`config.mk`:
```
export PLATFORM = sky130hd
export DESIGN_NAME = fapd_ram
export DESIGN_NICKNAME = d
export VERILOG_FILES = /design/src/rtl/core/fapd_ram.sv
export SDC_FILE = /design/constraint.sdc
export NUM_CORES = 2
export LEC_CHECK = 0
export CAP_MARGIN = 15
export CORE_MARGIN = 5
export CORE_UTILIZATION = 50
export DETAILED_ROUTE_END_ITERATION = 12
export DONT_BUFFER_PORTS = 1
export PLACE_DENSITY = 0.7
export SETUP_SLACK_MARGIN = 0.5
export SLEW_MARGIN = 20
export SYNTH_ARGS = -nofsm -noshare
export SYNTH_HDL_FRONTEND = slang
export SYNTH_SLANG_ARGS = --single-unit
```
`constraint.sdc`:
```
create_clock -name clk -period 16.6 [get_ports clk]
set_clock_uncertainty 0.05 [all_clocks]
set_input_delay 4.98 -clock clk [delete_from_list [all_inputs] [get_ports clk]]
set_output_delay 4.98 -clock clk [all_outputs]
set_load 0.1 [all_outputs]
```
`src/rtl/core/fapd_ram.sv`:
```
// Generic single-write, dual-read RAM with registered read data.
module fapd_ram #(
    parameter int WIDTH = 64,
    parameter int DEPTH = 64
) (
    input  logic                     clk,
    input  logic                     we,
    input  logic [$clog2(DEPTH)-1:0] waddr,
    input  logic [WIDTH-1:0]         wdata,
    input  logic [$clog2(DEPTH)-1:0] raddr_a,
    output logic [WIDTH-1:0]         rdata_a,
    input  logic [$clog2(DEPTH)-1:0] raddr_b,
    output logic [WIDTH-1:0]         rdata_b
);

    logic [WIDTH-1:0] mem [DEPTH];

    always_ff @(posedge clk)
    begin
        if (we)
        begin
            mem[waddr] <= wdata;
        end
        rdata_a <= mem[raddr_a];
        rdata_b <= mem[raddr_b];
    end

endmodule

```
==> metrics <==
fmax=111 MHz; Leakage=0.0639 uW; HPWL after DPL=355000 um; CTS buffer count=435; crit end category=flop; Compound-Gate Fraction of Synth Area=0.0480; max-cap viol count=0; die area=0.388 sq mm; register area=0.126 sq mm; Post-Synth Adder-Cell Area=0; clk sink count=about 4200; gr ovfl total=0; die height=between 600 and 700 um; Post-Synthesis Cell Area=0.188 sq mm; mux cell area share after synthesis=0.252; status=finished with violations; RD Place Congestion=0.863; Worst EP arrival=9.77 ns; failing checks=max-slew violations; kind of critical path=in -> reg; Clock Tree Buf Depth=4; Rel. slew slack=-0.472; crit share post-route=0.540; DIE WIDTH=623 um; Hold Path Class=reg -> reg; Crit path required time=17.40 ns; post-route minimum period=8.97 ns; TritonRoute pass-1 iters=6; fin. max-slew vios=approximately 540; synthesized flop and latch total=4224; Ys Warns=0; cell internal pwr=18200 uW; CP Max Fanout=407; NumNets Final=around 9000; Non-Filler Instances=approximately 14000; Post-Synth XOR/XNOR Area=0; part of the power in combinational logic=0.072; clock power share=0.419; number of H-tree levels=5; Synth Instances=between 8000 and 9000; RSZ-0062 raised after global routing=false; Ports=212; ys flop type=edfxtp_1; Sw Ratio=0.236; Syn Nets=8925; number of global-route vias before repair=110678; Post-CTS Setup Repair Bufs=0; setup total negative slack=0 ns; initial antenna violation count=42; sw power=5620 uW; simple-gate share of the synthesized area=0.0108; multi-input logic area=a little under 0.06 sq mm; routed vias=110631; Hold Slack=0.847 ns; CTS clock-pin slew for the worst setup and hold paths=0.07 ns; Seq pwr share=0.509; pwr dens=114 mW/mm^2; cell row count=225; Yosys cell types=42; most frequent cells in the layout=4096 x edfxtp_1, 2016 x mux4_2, 533 x o22ai_1; root buf cell=clkbuf_16; GRT Total Usage=0.336; I/O Buffers=0; crit start category=primary input; pin count of the biggest net entering global routing=~780; setup violators final=0; main combinational cell family by area after synthesis=multiplexers; Register-to-Register Setup Slack=14.07 ns; final-report hold violation count=0; Post-synth EDFFs=a little over 4000; clock insertion delay at the later pin of the skew report=1.04 ns; Mapped Avg Cell Area=around 21 sq um; initial cell density of the core=0.501; VDD IR max=0.0921 mV; first-pass GRT wire length=903000 um; drt via density=approximately 7.7; iteration-0 DRC count of the detailed router=between 20000 and 25000; Post-CTS Hold Fix Bufs=0; post-route ant nets=0; layout cells sized above 1=0.341; cts repair resizes=0; commonest non-fill, non-tap cell in the layout=edfxtp_1; CTS tree=built; routed len/inst=about 46 um; async set or reset register ratio after synthesis=0; DRT Wirelength=~660000 um; sequential area share after synthesis=0.669; Synth-to-Final Area Change=11.2%; Fillers=roughly 27000; Worst Tran Pin Value=approximately 2.2 ns; core area=0.375 sq mm; Placed Cells=13385; DRC viols=0
## cell families (layout without fill, tap and decap cells)
logic type	after synthesis	in the layout
other	0	115
DFF	4224	4224
muxes	2209	2209
buffers and inverters	743	1127
AOI/OAI and AO/OA	1247	1247
and+or+nand+nor	418	418
## cell type report
type / count / area share
antenna: 115 / 0.00138
clock buffer: 576 / 0.0575
clock inverter: 241 / 0.0118
inverter: 1 / 0.0000300
multi-input combinational: 3874 / 0.283
sequential: 4224 / 0.601
tap: 4994 / 0.0299
timing repair buffer: 309 / 0.0146
## state kept, by name (all words and copies together) (netlist names)
signal and flops:
rdata_a 64, mem 4096, rdata_b 64
## power groups by stage
stage	logic, uW	clock network (uW)	registers [uW]
6_report	1720	10000	12100
5_1_grt	1760	10500	12100
4_1_cts	1580	10000	12100
3_5_place_dp	1580	0	12400
3_3_place_gp	1570	0	12400
2_1_floorplan	1070	0	12400
## final timing paths
check	from	to	cells after the start
worst max-delay path	raddr_b[2]	rdata_b[63]	7
worst min register to register	mem[48][13]	rdata_a[13]	3
worst max register to register	mem[25][63]	rdata_b[63]	4
worst min-delay path	mem[48][13]	rdata_a[13]	3
## metrics by stage
step	setup slack [ns]	total power [uW]	area [sq um]	util
2_1_floorplan	6.16	13500	188000	-
3_3_place_gp	7.07	13900	193000	0.516
3_5_place_dp	7.01	13900	194000	0.516
4_1_cts	8.07	23700	208000	0.555
5_1_grt	7.90	24400	209000	0.557
6_report	7.63	23800	209000	0.557
## Yosys cell counts (all sizes together), types with 73 or more instances
library cell  instances  area share
nor2                164      0.0033
dfxtp               128       0.014
o221ai               73      0.0034
a22o                136      0.0063
clkbuf              297      0.0060
a221oi              153      0.0078
edfxtp             4096        0.65
a21oi               128      0.0034
o22ai               533       0.018
a211oi               79      0.0032
mux4               2016        0.24
mux2i               177      0.0094
buf                 445       0.015
## critical path, cell delays in order
cell,delay (ns)
nor2b_1,0.74
buf_4,0.25
nand2_4,0.26
buf_4,0.63
o22ai_1,0.22
nor4_1,0.80
o22a_1,0.78
## metal layers
| metal | vias to the layer above | global-route usage | part of all wire |
|---|---|---|---|
| li1 | 39734 | - | - |
| met1 | 58095 | 0.430 | 0.32 |
| met5 | - | 0.000864 | 0.00038 |
| met3 | 2239 | 0.104 | 0.15 |
| met2 | 10533 | 0.507 | 0.46 |
| met4 | 30 | 0.205 | 0.073 |
Note: power is estimated with default switching activity, not from simulation.
