File: config.mk
export PLATFORM = sky130hd
export DESIGN_NAME = fapd_admit
export DESIGN_NICKNAME = d
export VERILOG_FILES = /design/src/rtl/core/fapd_pkg.sv /design/src/rtl/core/fapd_admit.sv
export SDC_FILE = /design/constraint.sdc
export NUM_CORES = 1
export LEC_CHECK = 0
export ABC_AREA = 1
export BUFFER_PORTS_ARGS = -buffer_cell sky130_fd_sc_hd__buf_2
export CAP_MARGIN = 20
export CORE_ASPECT_RATIO = 2
export CORE_MARGIN = 8
export CORE_UTILIZATION = 40
export CTS_CLUSTER_SIZE = 12
export DETAILED_ROUTE_END_ITERATION = 16
export GPL_TIMING_DRIVEN = 0
export PLACE_DENSITY = 0.61
export SKIP_CTS_REPAIR_TIMING = 1
export SLEW_MARGIN = 25
export SYNTH_ARGS = -nofsm -noshare
export SYNTH_HDL_FRONTEND = slang
export SYNTH_SLANG_ARGS = --single-unit
File: constraint.sdc
create_clock -name clk -period 10.6 [get_ports clk]
set_input_delay 1.06 -clock clk [delete_from_list [all_inputs] [get_ports clk]]
set_output_delay 1.06 -clock clk [all_outputs]
set_load 0.02 [all_outputs]
File: src/rtl/core/fapd_pkg.sv
// Shared types and constants for the fragment-aware packet deque.
package fapd_pkg;

    // Entry store depth; must be a power of two so the ring indexes wrap naturally.
    localparam int QUEUE_DEPTH = 64;
    localparam int IDX_W       = $clog2(QUEUE_DEPTH);
    localparam int CNT_W       = $clog2(QUEUE_DEPTH + 1);

    localparam int ID_W      = 16;
    localparam int BYTES_W   = 16;
    localparam int TS_W      = 32;
    localparam int SEQ_W     = 32;
    localparam int FRAG_W    = 10;
    localparam int LIMIT_W   = 24;
    localparam int OCC_W     = 22;
    localparam int QLEN_W    = 7;
    localparam int REM_W     = FRAG_W + 1;
    localparam int PROD_W    = REM_W + BYTES_W;
    localparam int NEED_W    = PROD_W + 1;
    localparam int ENTRY_W   = ID_W + BYTES_W + TS_W;

    typedef enum logic [1:0] {
        OP_PUSH_BACK  = 2'd0,
        OP_PUSH_FRONT = 2'd1,
        OP_POP_FRONT  = 2'd2,
        OP_POP_BACK   = 2'd3
    } op_t;

    typedef struct packed {
        logic [ID_W-1:0]    id;
        logic [BYTES_W-1:0] bytes;
        logic [TS_W-1:0]    ts;
    } entry_t;

    typedef struct packed {
        logic               push;
        logic               full;
        logic               frag_am;
        logic [BYTES_W-1:0] bytes;
        logic [SEQ_W-1:0]   main_seq;
        logic [FRAG_W-1:0]  frag_seq;
        logic [FRAG_W-1:0]  last_frag_seq;
        logic [OCC_W-1:0]   occ;
    } adm_req_t;

endpackage

File: src/rtl/core/fapd_admit.sv
// Byte-limit admission check and refused-sequence record.
module fapd_admit import fapd_pkg::*; (
    input  logic               clk,
    input  logic               rst_n,
    input  logic               fire,
    input  adm_req_t           req,
    input  logic [LIMIT_W-1:0] byte_limit,
    output logic               admitted
);

    logic [REM_W-1:0]  remaining;
    logic [PROD_W-1:0] prod;
    logic [NEED_W-1:0] need;
    logic [NEED_W-1:0] single_need;
    logic [NEED_W-1:0] limit_ext;
    logic              fits;
    logic              single_fits;
    logic              seq_hit;
    logic              frag_ok;
    logic              unlimited;
    logic              checked;
    logic              record;

    logic [SEQ_W-1:0]  rej_seq_reg;
    logic [SEQ_W-1:0]  rej_seq_next;
    logic              rej_valid_reg;
    logic              rej_valid_next;

    // Negative fragment span counts as zero.
    assign remaining = (req.last_frag_seq >= req.frag_seq)
                     ? REM_W'(req.last_frag_seq) - REM_W'(req.frag_seq) + REM_W'(1)
                     : '0;
    assign prod        = PROD_W'(remaining) * PROD_W'(req.bytes);
    assign need        = NEED_W'(prod) + NEED_W'(req.occ);
    assign single_need = NEED_W'(req.bytes) + NEED_W'(req.occ);
    assign limit_ext   = NEED_W'(byte_limit);
    assign fits        = need < limit_ext;
    assign single_fits = single_need < limit_ext;
    assign seq_hit     = rej_valid_reg && (rej_seq_reg == req.main_seq);
    assign frag_ok     = fits && !seq_hit;
    assign unlimited   = (byte_limit == '0);
    assign checked     = req.push && !req.full;
    assign admitted    = checked && (unlimited || (req.frag_am ? frag_ok : single_fits));
    assign record      = fire && checked && !unlimited && req.frag_am && !frag_ok;

    assign rej_seq_next   = record ? req.main_seq : rej_seq_reg;
    assign rej_valid_next = rej_valid_reg || record;

    always_ff @(posedge clk or negedge rst_n)
    begin
        if (!rst_n)
        begin
            rej_seq_reg   <= '0;
            rej_valid_reg <= 1'b0;
        end
        else
        begin
            rej_seq_reg   <= rej_seq_next;
            rej_valid_reg <= rej_valid_next;
        end
    end

endmodule

==> impl_metrics.py, run 1 <==
metrics = {
    "pwr": {
        "total_power_uw": 4460,
        "max-vdd-ir-drop_mv": 0.236,
        "p_per_area_nw_per_um2": 358,
        "leakage_uw": 0.00707,
    },
    "timing": {
        "finalSetupViolations": 0,
        "relSlewSlack_pct": 47.9,
        "period_share_pct": 96.0,
        "final.setup_skew_ns": 0.00317,
        "layout_setup_ws_ns": 0.424,
        "hold_violations": 0,
        "fmax_mhz": 98.3,
        "finalCriticalPeriod_ns": 10.18,
        "worst_slew_pin_slew_ns": 0.781,
        "slew_violations": 0,
    },
    "route": {
        "drt-total-wl_um": 32400,
        "drc": 0,
        "dr_total_vias": 9980,
        "vias_per_cell": 4.92,
        "dr.pass1.iters": 5,
        "ant_nets": 0,
        "drt_iter0_drc": 311,
        "wl_per_cell_um": 16.0,
    },
    "worst_hold_path": {
        "hp-class": "reg2reg",
        "hold_path.startpoint": "rej_valid_reg",
        "holdPathStages": 2,
        "holdPathEnd": "rej_valid_reg",
    },
    "synthesis": {
        "synth_edf_count": 0,
        "synth_top_area_share_pct": 27.7,
        "synth-seq-area-share_pct": 7.43,
        "async_flop_share_pct": 100,
        "yosysTopAreaCell": "fa_1",
        "synth_area_um2": 11100,
        "yosysWarnings": 0,
        "synth_cell_types": 43,
        "synthesis.instances": 1548,
        "mappedNetlistNets": 1971,
        "synth.ff_latch_count": 33,
        "synth.top_cells.by_area": "fa_1 28%, ha_1 17%, inv_1 13%",
        "synth_ff_type": "dfrtp_1",
        "avgSynthCellArea_um2": 7.18,
    },
    "finish": {
        "syn2layout_area_growth_pct": 12.0,
        "final_cells": 2029,
        "largest_register_ffs": 32,
        "fillers": 2863,
        "multiInputGateArea_um2": 8750,
        "fin_nets": 2100,
        "diodes": 0,
        "fin_util_pct": 45.4,
        "drive_gt1_share_pct": 12.0,
        "stdcell_area_um2": 12400,
        "seq_area_um2": 826,
    },
    "global_route": {
        "first_global_vias": 10800,
        "track_usage_pct": 19.4,
        "grt_pass1_wl_um": 51400,
        "antenna_found_initial": 0,
        "grt_max_degree": 34,
        "overflow": 0,
    },
    "critical_path": {
        "path_class": "in2out",
        "r2r_slack_ns": 8.48,
        "max_stage_delay_ns": 0.56,
        "critPathLaunchType": "input pin",
        "critPathMaxFanout": 10,
        "r2r-start": "rej_seq_reg[5]",
        "arrival_ns": 9.12,
        "worstPathRequired_ns": 9.54,
        "rr_worst_depth": 17,
        "cpMostUsedCell": "fa_1",
        "cp_slowest_cell": "fa_1",
        "crit_path_end_kind": "output port",
        "crit_family": "adder cells",
        "worst_r2r_endpoint": "rej_seq_reg[29]",
        "cp_num_buf_inv": 7,
    },
    "clock_network": {
        "path_clk_slew_ns": 0.05,
        "cts_tree": "yes",
        "cts-htree-levels": 2,
        "clockBufferDepth": 2,
        "clock_latency_ns": 0.28,
        "clockRootBuffer": "clkbuf_16",
        "cts_buffers": 5,
        "clock_sinks": 33,
    },
    "die": {
        "core_um2": 27400,
        "die_w_um": 134,
        "initial_utilization_pct": 40.5,
        "boundaryPins": 121,
        "rows": 86,
        "dieArea_um2": 33700,
        "die_y_um": 252,
    },
    "placement": {
        "io_buffers": 120,
        "place_congestion": 0.960,
        "place_area_um2": 12200,
        "placed_cells": 2020,
        "dp_hpwl_um": 29400,
        "dp_slack_ns": -0.252,
    },
    "run_status": {
        "status": "completed",
    },
    "flow_run": {
        "maxCapViolCount": 0,
    },
}
-- synthesized netlist by cell type, types with 8 or more instances --
cell	n
nand2_2	8
dfrtp_1	33
nand3_1	40
nor2_1	121
xnor2_1	23
nand2_1	370
inv_1	395
a21oi_1	70
xor2_1	24
nand4_1	24
o21ai_0	39
buf_1	13
ha_1	149
fa_1	154
-- cell usage in the layout (no fill, tap or decap), types with 2 or more instances in the layout --
cell type	netlist	layout
inv_1	395	395
nand2_1	370	364
fa_1	154	154
ha_1	149	145
buf_2	7	124
nor2_1	121	116
a21oi_1	70	63
nand3_1	40	40
o21ai_0	39	38
dfrtp_1	33	33
nand4_1	24	24
xor2_1	24	24
xnor2_1	23	23
nand2_2	8	14
buf_1	13	13
nor2_2	7	8
a21oi_2	1	8
o21ai_2	7	8
o21ai_1	6	6
nor3_1	6	6
a21o_1	5	5
clkbuf_1	6	5
buf_4	1	5
clkbuf_16	0	5
a31o_2	4	4
or2_2	4	4
nor2_4	0	4
a31oi_1	4	3
o22ai_1	3	3
nor4_1	3	3
ha_2	0	3
or2_1	2	2
clkbuf_4	1	2
o21bai_1	2	2
nor3b_1	2	2
buf_12	2	2
-- layer usage --
layer | vias to the layer above | track usage (%) | part of all wire, %
met2 | 219 | 39.1 | 56
met3 | 98 | 1.27 | 2.6
li1 | 4920 | - | -
met5 | - | 0 | 0
met1 | 4743 | 17.7 | 34
met4 | 0 | 13.1 | 7.1
-- worst min-delay path: cells and delay by family, from the launching register on --
kind | cells | cell delay (ns)
buffers and inverters | 1 | 0.05
flip-flops | 1 | 0.32
AND/OR/NAND/NOR | 1 | 0.06
-- where the power goes --
group | internal, uW | switching [uW] | leakage, uW
registers | 179 | 37.7 | 0.000414
logic | 1630 | 2470 | 0.00659
clock network | 92.1 | 50.8 | 0.0000700
total | 1900 | 2560 | 0.00707
-- worst max path at each step --
| stage | cells past startpoint | to | from | slack (ns) |
|---|---|---|---|---|
| 2_1_floorplan | 43 | admitted | req[23] | 0.92 |
| 3_3_place_gp | 41 | admitted | req[26] | -0.21 |
| 3_5_place_dp | 41 | admitted | req[26] | -0.25 |
| 4_1_cts | 41 | admitted | req[26] | -0.26 |
| 5_1_grt | 42 | admitted | req[23] | -0.05 |
| 6_report | 41 | admitted | req[26] | 0.42 |
-- cell type report --
type                       instances  area share (%)
multi-input combinational       1089            70.3
inverter                         395            11.9
sequential                        33            6.63
timing repair buffer             123            5.03
tap                              352            3.54
buffer                            30            1.47
clock buffer                       7            1.15
-- through the flow --
stage	TNS, ns	hold WS (ns)
finish	0	0.454
global placement	-0.209	0.433
floorplan	0	0.421
global route	-0.0469	0.493
detailed placement	-0.252	0.443
CTS	-0.261	0.457
-- kinds of logic after synthesis --
family          after synthesis  synth area share (%)
simple gates                591                  21.9
buf+inv                     426                  14.9
fa+ha+maj                   303                  44.5
compound gates              148                  7.51
xor+xnor                     47                  3.70
flops                        33                  7.43
(Power assumes the default switching activity.)
==> run 2: changes to the inputs <==
PLACE_DENSITY = 0.59   (was 0.61)
==> run 2 against run 1 <==
  * Cell area fell by 0.30%
  * Critical path depth increased by 1
  * First-iteration DRC count increased by 21%
  * Utilization shrank 0.14 points
  * Fmax increased by 0.29%
  * Sequential share of layout area hardly changed
  * Non-clock buffer count down 1
  * Via count shrank 0.98%
  * Global-route usage rose by 0.48 points
==> impl_metrics.py, run 2 (synthesis gave the netlist of run 1 again) <==
metrics = {
    "placement": {
        "dp_hpwl_um": 29800,
        "place_area_um2": 12200,
        "io_buffers": 120,
        "dp_slack_ns": -0.202,
        "place_congestion": 0.972,
    },
    "finish": {
        "syn2layout_area_growth_pct": 11.6,
        "final_cell_mix": "395 x inv_1, 366 x nand2_1, 153 x fa_1",
        "diodes": 0,
        "largest_register_ffs": 32,
        "drive_gt1_share_pct": 11.6,
        "fin_nets": 2099,
        "stdcell_area_um2": 12400,
        "final_common_cell": "inv_1",
    },
    "clock_network": {
        "clockBufferDepth": 2,
        "clockRootBuffer": "clkbuf_16",
        "clock_sinks": 33,
        "cts_buffers": 5,
        "clock_latency_ns": 0.28,
        "path_clk_slew_ns": 0.05,
        "cts-htree-levels": 2,
        "cts_tree": "yes",
    },
    "die": {
        "boundaryPins": 121,
        "initial_utilization_pct": 40.5,
        "die_y_um": 252,
        "die_w_um": 134,
        "core_um2": 27400,
        "rows": 86,
        "dieArea_um2": 33700,
    },
    "critical_path": {
        "cp_slowest_cell": "fa_1",
        "arrival_ns": 9.09,
        "rr_worst_depth": 17,
        "max_stage_delay_ns": 0.55,
        "crit_path_end_kind": "output port",
        "critPathMaxFanout": 10,
        "worstPathRequired_ns": 9.54,
        "path_class": "in2out",
        "critPathLaunchType": "input pin",
        "cpMostUsedCell": "inv_1",
    },
    "timing": {
        "worst_slew_pin_slew_ns": 0.775,
        "finalSetupTns_ns": 0,
        "timing.hold.ws_ns": 0.451,
        "finalCriticalPeriod_ns": 10.15,
        "hold_violations": 0,
        "relSlewSlack_pct": 48.3,
        "layout_setup_ws_ns": 0.453,
        "finalSetupViolations": 0,
        "slew_violations": 0,
        "final.setup_skew_ns": 0.00465,
        "fmax_mhz": 98.6,
        "period_share_pct": 95.7,
    },
    "pwr": {
        "seq_power_share_pct": 5.0,
        "clockPowerShare_pct": 3.3,
        "switching_share_pct": 57.5,
        "power_frac_comb_pct": 91.6,
        "p_per_area_nw_per_um2": 348,
        "max-vdd-ir-drop_mv": 0.250,
        "leakage_uw": 0.00707,
        "p_switching_uw": 2490,
        "cellInternalPower_uw": 1840,
    },
    "route": {
        "vias_per_cell": 4.87,
        "dr.pass1.iters": 5,
        "drt-total-wl_um": 32900,
        "drt_iter0_drc": 377,
        "dr_total_vias": 9882,
        "wl_per_cell_um": 16.2,
        "ant_nets": 0,
        "drc": 0,
    },
    "worst_hold_path": {
        "hp-class": "reg2reg",
        "holdPathStages": 2,
    },
    "global_route": {
        "grt_pass1_wl_um": 52900,
        "first_global_vias": 10900,
        "overflow": 0,
        "grt_max_degree": 34,
        "track_usage_pct": 19.9,
        "antenna_found_initial": 0,
    },
    "flow_run": {
        "maxCapViolCount": 0,
    },
    "run_status": {
        "status": "completed",
    },
}
==> run 2: changes by cell type in the layout (fill, tap and decap cells not counted), sizes merged <==
cell	delta
clkbuf	-1
==> run 2: area by class of cell <==
class | instances | area [um2]
clock buffer | 7 | 143
timing repair buffer | 123 | 626
multi-input combinational | 1089 | 8720
buffer | 29 | 178
sequential | 33 | 826
fill | 2819 | 15000
tap | 352 | 440
inverter | 395 | 1480
==> run 2: critical path, delay by kind of cell <==
family	cells	cell delay (ns)
AO/OA/AOI/OAI	9	1.47
buffers and inverters	12	1.32
AND/OR/NAND/NOR	11	1.36
adder cells (fa/ha/maj)	9	3.74
XOR/XNOR	1	0.14
==> run 2: power by group through the flow <==
stage	sequential, uW	combinational, uW	clock [uW]
final	216	3960	145
after global routing	224	4530	154
after CTS	216	3830	148
after detailed placement	218	3810	0
after global placement	215	3760	0
after floorplan	210	2920	0
==> run 2: routing by layer <==
metal  vias to the layer above  GRT usage (%)  part of all wire, %
met2                       228           39.7                   57
met3                        86           1.61                  2.6
met5                         -              0                    0
li1                       4904              -                    -
met4                         0           12.8                  6.7
met1                      4664           18.5                   34
==> run 2: final timing paths <==
check,end,start,slack [ns]
max,admitted,req[34],0.45
min,rej_valid_reg,rej_valid_reg,0.45
max reg2reg,rej_seq_reg[1],rej_seq_reg[25],8.49
min reg2reg,rej_valid_reg,rej_valid_reg,0.45
max in group asynchronous,rej_seq_reg[31],rst_n,9.24
min in group asynchronous,rej_seq_reg[20],rst_n,0.85
==> run 2: metrics by stage <==
step                instances  power [uW]  utilization, %
global route             2028        4910            45.2
finish                   2028        4320            45.2
floorplan                1548        3130               -
global placement         2020        3970            44.3
detailed placement       2020        4030            44.3
CTS                      2027        4200            44.8
==> run 3: changes to the inputs <==
--- a/config.mk
+++ b/config.mk
@@ -13,2 +13,3 @@
 export CORE_UTILIZATION = 40
+export CTS_CLUSTER_DIAMETER = 200
 export CTS_CLUSTER_SIZE = 12
==> constraint.sdc (replaced) <==
create_clock -name clk -period 10.6 [get_ports clk]
set_input_delay 2.12 -clock clk [delete_from_list [all_inputs] [get_ports clk]]
set_output_delay 2.12 -clock clk [all_outputs]
set_load 0.01 [all_outputs]
==> run 3 against run 2 <==
  * The run now ends with setup timing left
  * Worst hold slack improved by 0.0099 ns
  * Setup slack got worse by 1.7 ns
  * Critical path depth unchanged
  * Die area unchanged
  * Cell area increased by 3.9%
  * Flip-flop and latch count unchanged
  * Routed wire length increased by 1.8%
  * Fmax decreased by 14%
  * Critical endpoint unchanged
  * Largest cell class unchanged
  * Highest routed layer is now met5
==> impl_metrics.py, run 3 (synthesis gave the netlist of run 1 again) <==
metrics = {
    "run_status": {
        "status": "complete, but fails checks",
        "violations": "setup timing",
    },
    "timing": {
        "fmax_mhz": 84.7,
        "relSlewSlack_pct": 38.8,
        "rsz0062_at_grt": "true",
        "slew_violations": 0,
        "layout_setup_ws_ns": -1.20,
        "hold_violations": 0,
        "finalCriticalPeriod_ns": 11.80,
        "finalSetupViolations": 1,
        "worst_slew_pin_slew_ns": 0.911,
        "period_share_pct": 111,
        "final.setup_skew_ns": 0.00362,
    },
    "critical_path": {
        "arrival_ns": 9.68,
        "path_class": "in2out",
        "crit_path_end_kind": "output port",
        "critPathMaxFanout": 4,
        "cp_slowest_cell": "fa_1",
        "cpMostUsedCell": "nand2_1",
        "worstPathRequired_ns": 8.48,
        "max_stage_delay_ns": 0.58,
        "critPathLaunchType": "input pin",
    },
    "finish": {
        "final_common_cell": "inv_1",
        "final_cell_mix": "389 x inv_1, 359 x nand2_1, 148 x fa_1",
        "syn2layout_area_growth_pct": 16.0,
        "fin_nets": 2116,
        "final_cells": 2045,
        "diodes": 0,
        "largest_register_ffs": 32,
        "drive_gt1_share_pct": 15.7,
        "fillers": 2883,
    },
    "placement": {
        "placed_cells": 2020,
        "dp_hpwl_um": 30100,
        "place_congestion": 0.927,
        "io_buffers": 120,
    },
    "die": {
        "boundaryPins": 121,
        "die_y_um": 252,
        "rows": 86,
        "dieArea_um2": 33700,
        "initial_utilization_pct": 40.5,
        "core_um2": 27400,
        "die_w_um": 134,
    },
    "global_route": {
        "grt_max_degree": 34,
        "first_global_vias": 10900,
        "overflow": 0,
        "antenna_found_initial": 2,
        "track_usage_pct": 20.2,
        "grt_pass1_wl_um": 53600,
    },
    "route": {
        "dr_total_vias": 10100,
        "ant_nets": 0,
        "dr.pass1.iters": 4,
        "drt-total-wl_um": 33400,
        "drc": 0,
        "vias_per_cell": 4.93,
        "drt_iter0_drc": 344,
        "wl_per_cell_um": 16.4,
    },
    "clock_network": {
        "path_clk_slew_ns": 0.05,
        "clock_latency_ns": 0.29,
        "clockRootBuffer": "clkbuf_16",
        "cts_buffers": 5,
        "clock_sinks": 33,
        "clockBufferDepth": 2,
        "cts_tree": "yes",
        "cts-htree-levels": 2,
    },
    "flow_run": {
        "maxCapViolCount": 0,
    },
    "worst_hold_path": {
        "hp-class": "reg2reg",
    },
}
-- run 3: worst max-delay path, delay by kind of cell --
kind	cells	cell delay (ns)
fa+ha+maj	10	3.99
compound gates	6	0.76
xor+xnor	1	0.37
simple gates	17	1.75
buf+inv	8	0.65
-- run 3: worst paths after layout --
| path | start | end | slack, ns | depth (start not counted) |
|---|---|---|---|---|
| setup / recovery | req[23] | admitted | -1.20 | 42 |
| hold / removal | rej_valid_reg | rej_valid_reg | 0.46 | 2 |
| setup reg to reg | rej_seq_reg[21] | rej_seq_reg[1] | 8.44 | 15 |
| hold reg to reg | rej_valid_reg | rej_valid_reg | 0.46 | 2 |
| max in group asynchronous | rst_n | rej_seq_reg[14] | 8.19 | 1 |
| min in group asynchronous | rst_n | rej_seq_reg[13] | 1.91 | 1 |
-- run 3: final cells by class --
cell class | instances | area, um2 | area share [%]
plain buffers | 30 | 211 | 1.64
repair buffers | 139 | 747 | 5.79
flip-flops and latches | 33 | 826 | 6.40
inverters | 395 | 1500 | 11.6
clock buffers | 7 | 143 | 1.11
multi-input cells | 1089 | 9030 | 70.0
well taps | 352 | 440 | 3.42
-- run 3: per-stage QoR --
stage	area (um2)	util (%)	hold WS, ns	TNS (ns)	setup WS (ns)
final	12900	47.0	0.461	-1.20	-1.20
after global placement	12500	45.5	0.444	-1.70	-1.70
after floorplan	11400	-	0.421	-0.526	-0.526
after global routing	12900	47.0	0.481	-1.59	-1.59
after CTS	12600	46.0	0.464	-1.82	-1.82
after detailed placement	12500	45.5	0.450	-1.82	-1.82
-- run 3: metal layers --
metal,vias up,track usage [%],wire length [um]
li1,4937,-,-
met1,4843,17.5,10300
met2,201,41.9,19800
met3,94,2.15,1010
met4,4,12.1,2230
met5,-,0,23
Power of run 3 is left out: the tool's default activity adds up to more than one toggle a clock period on the data nets, which glitch-free logic cannot reach.
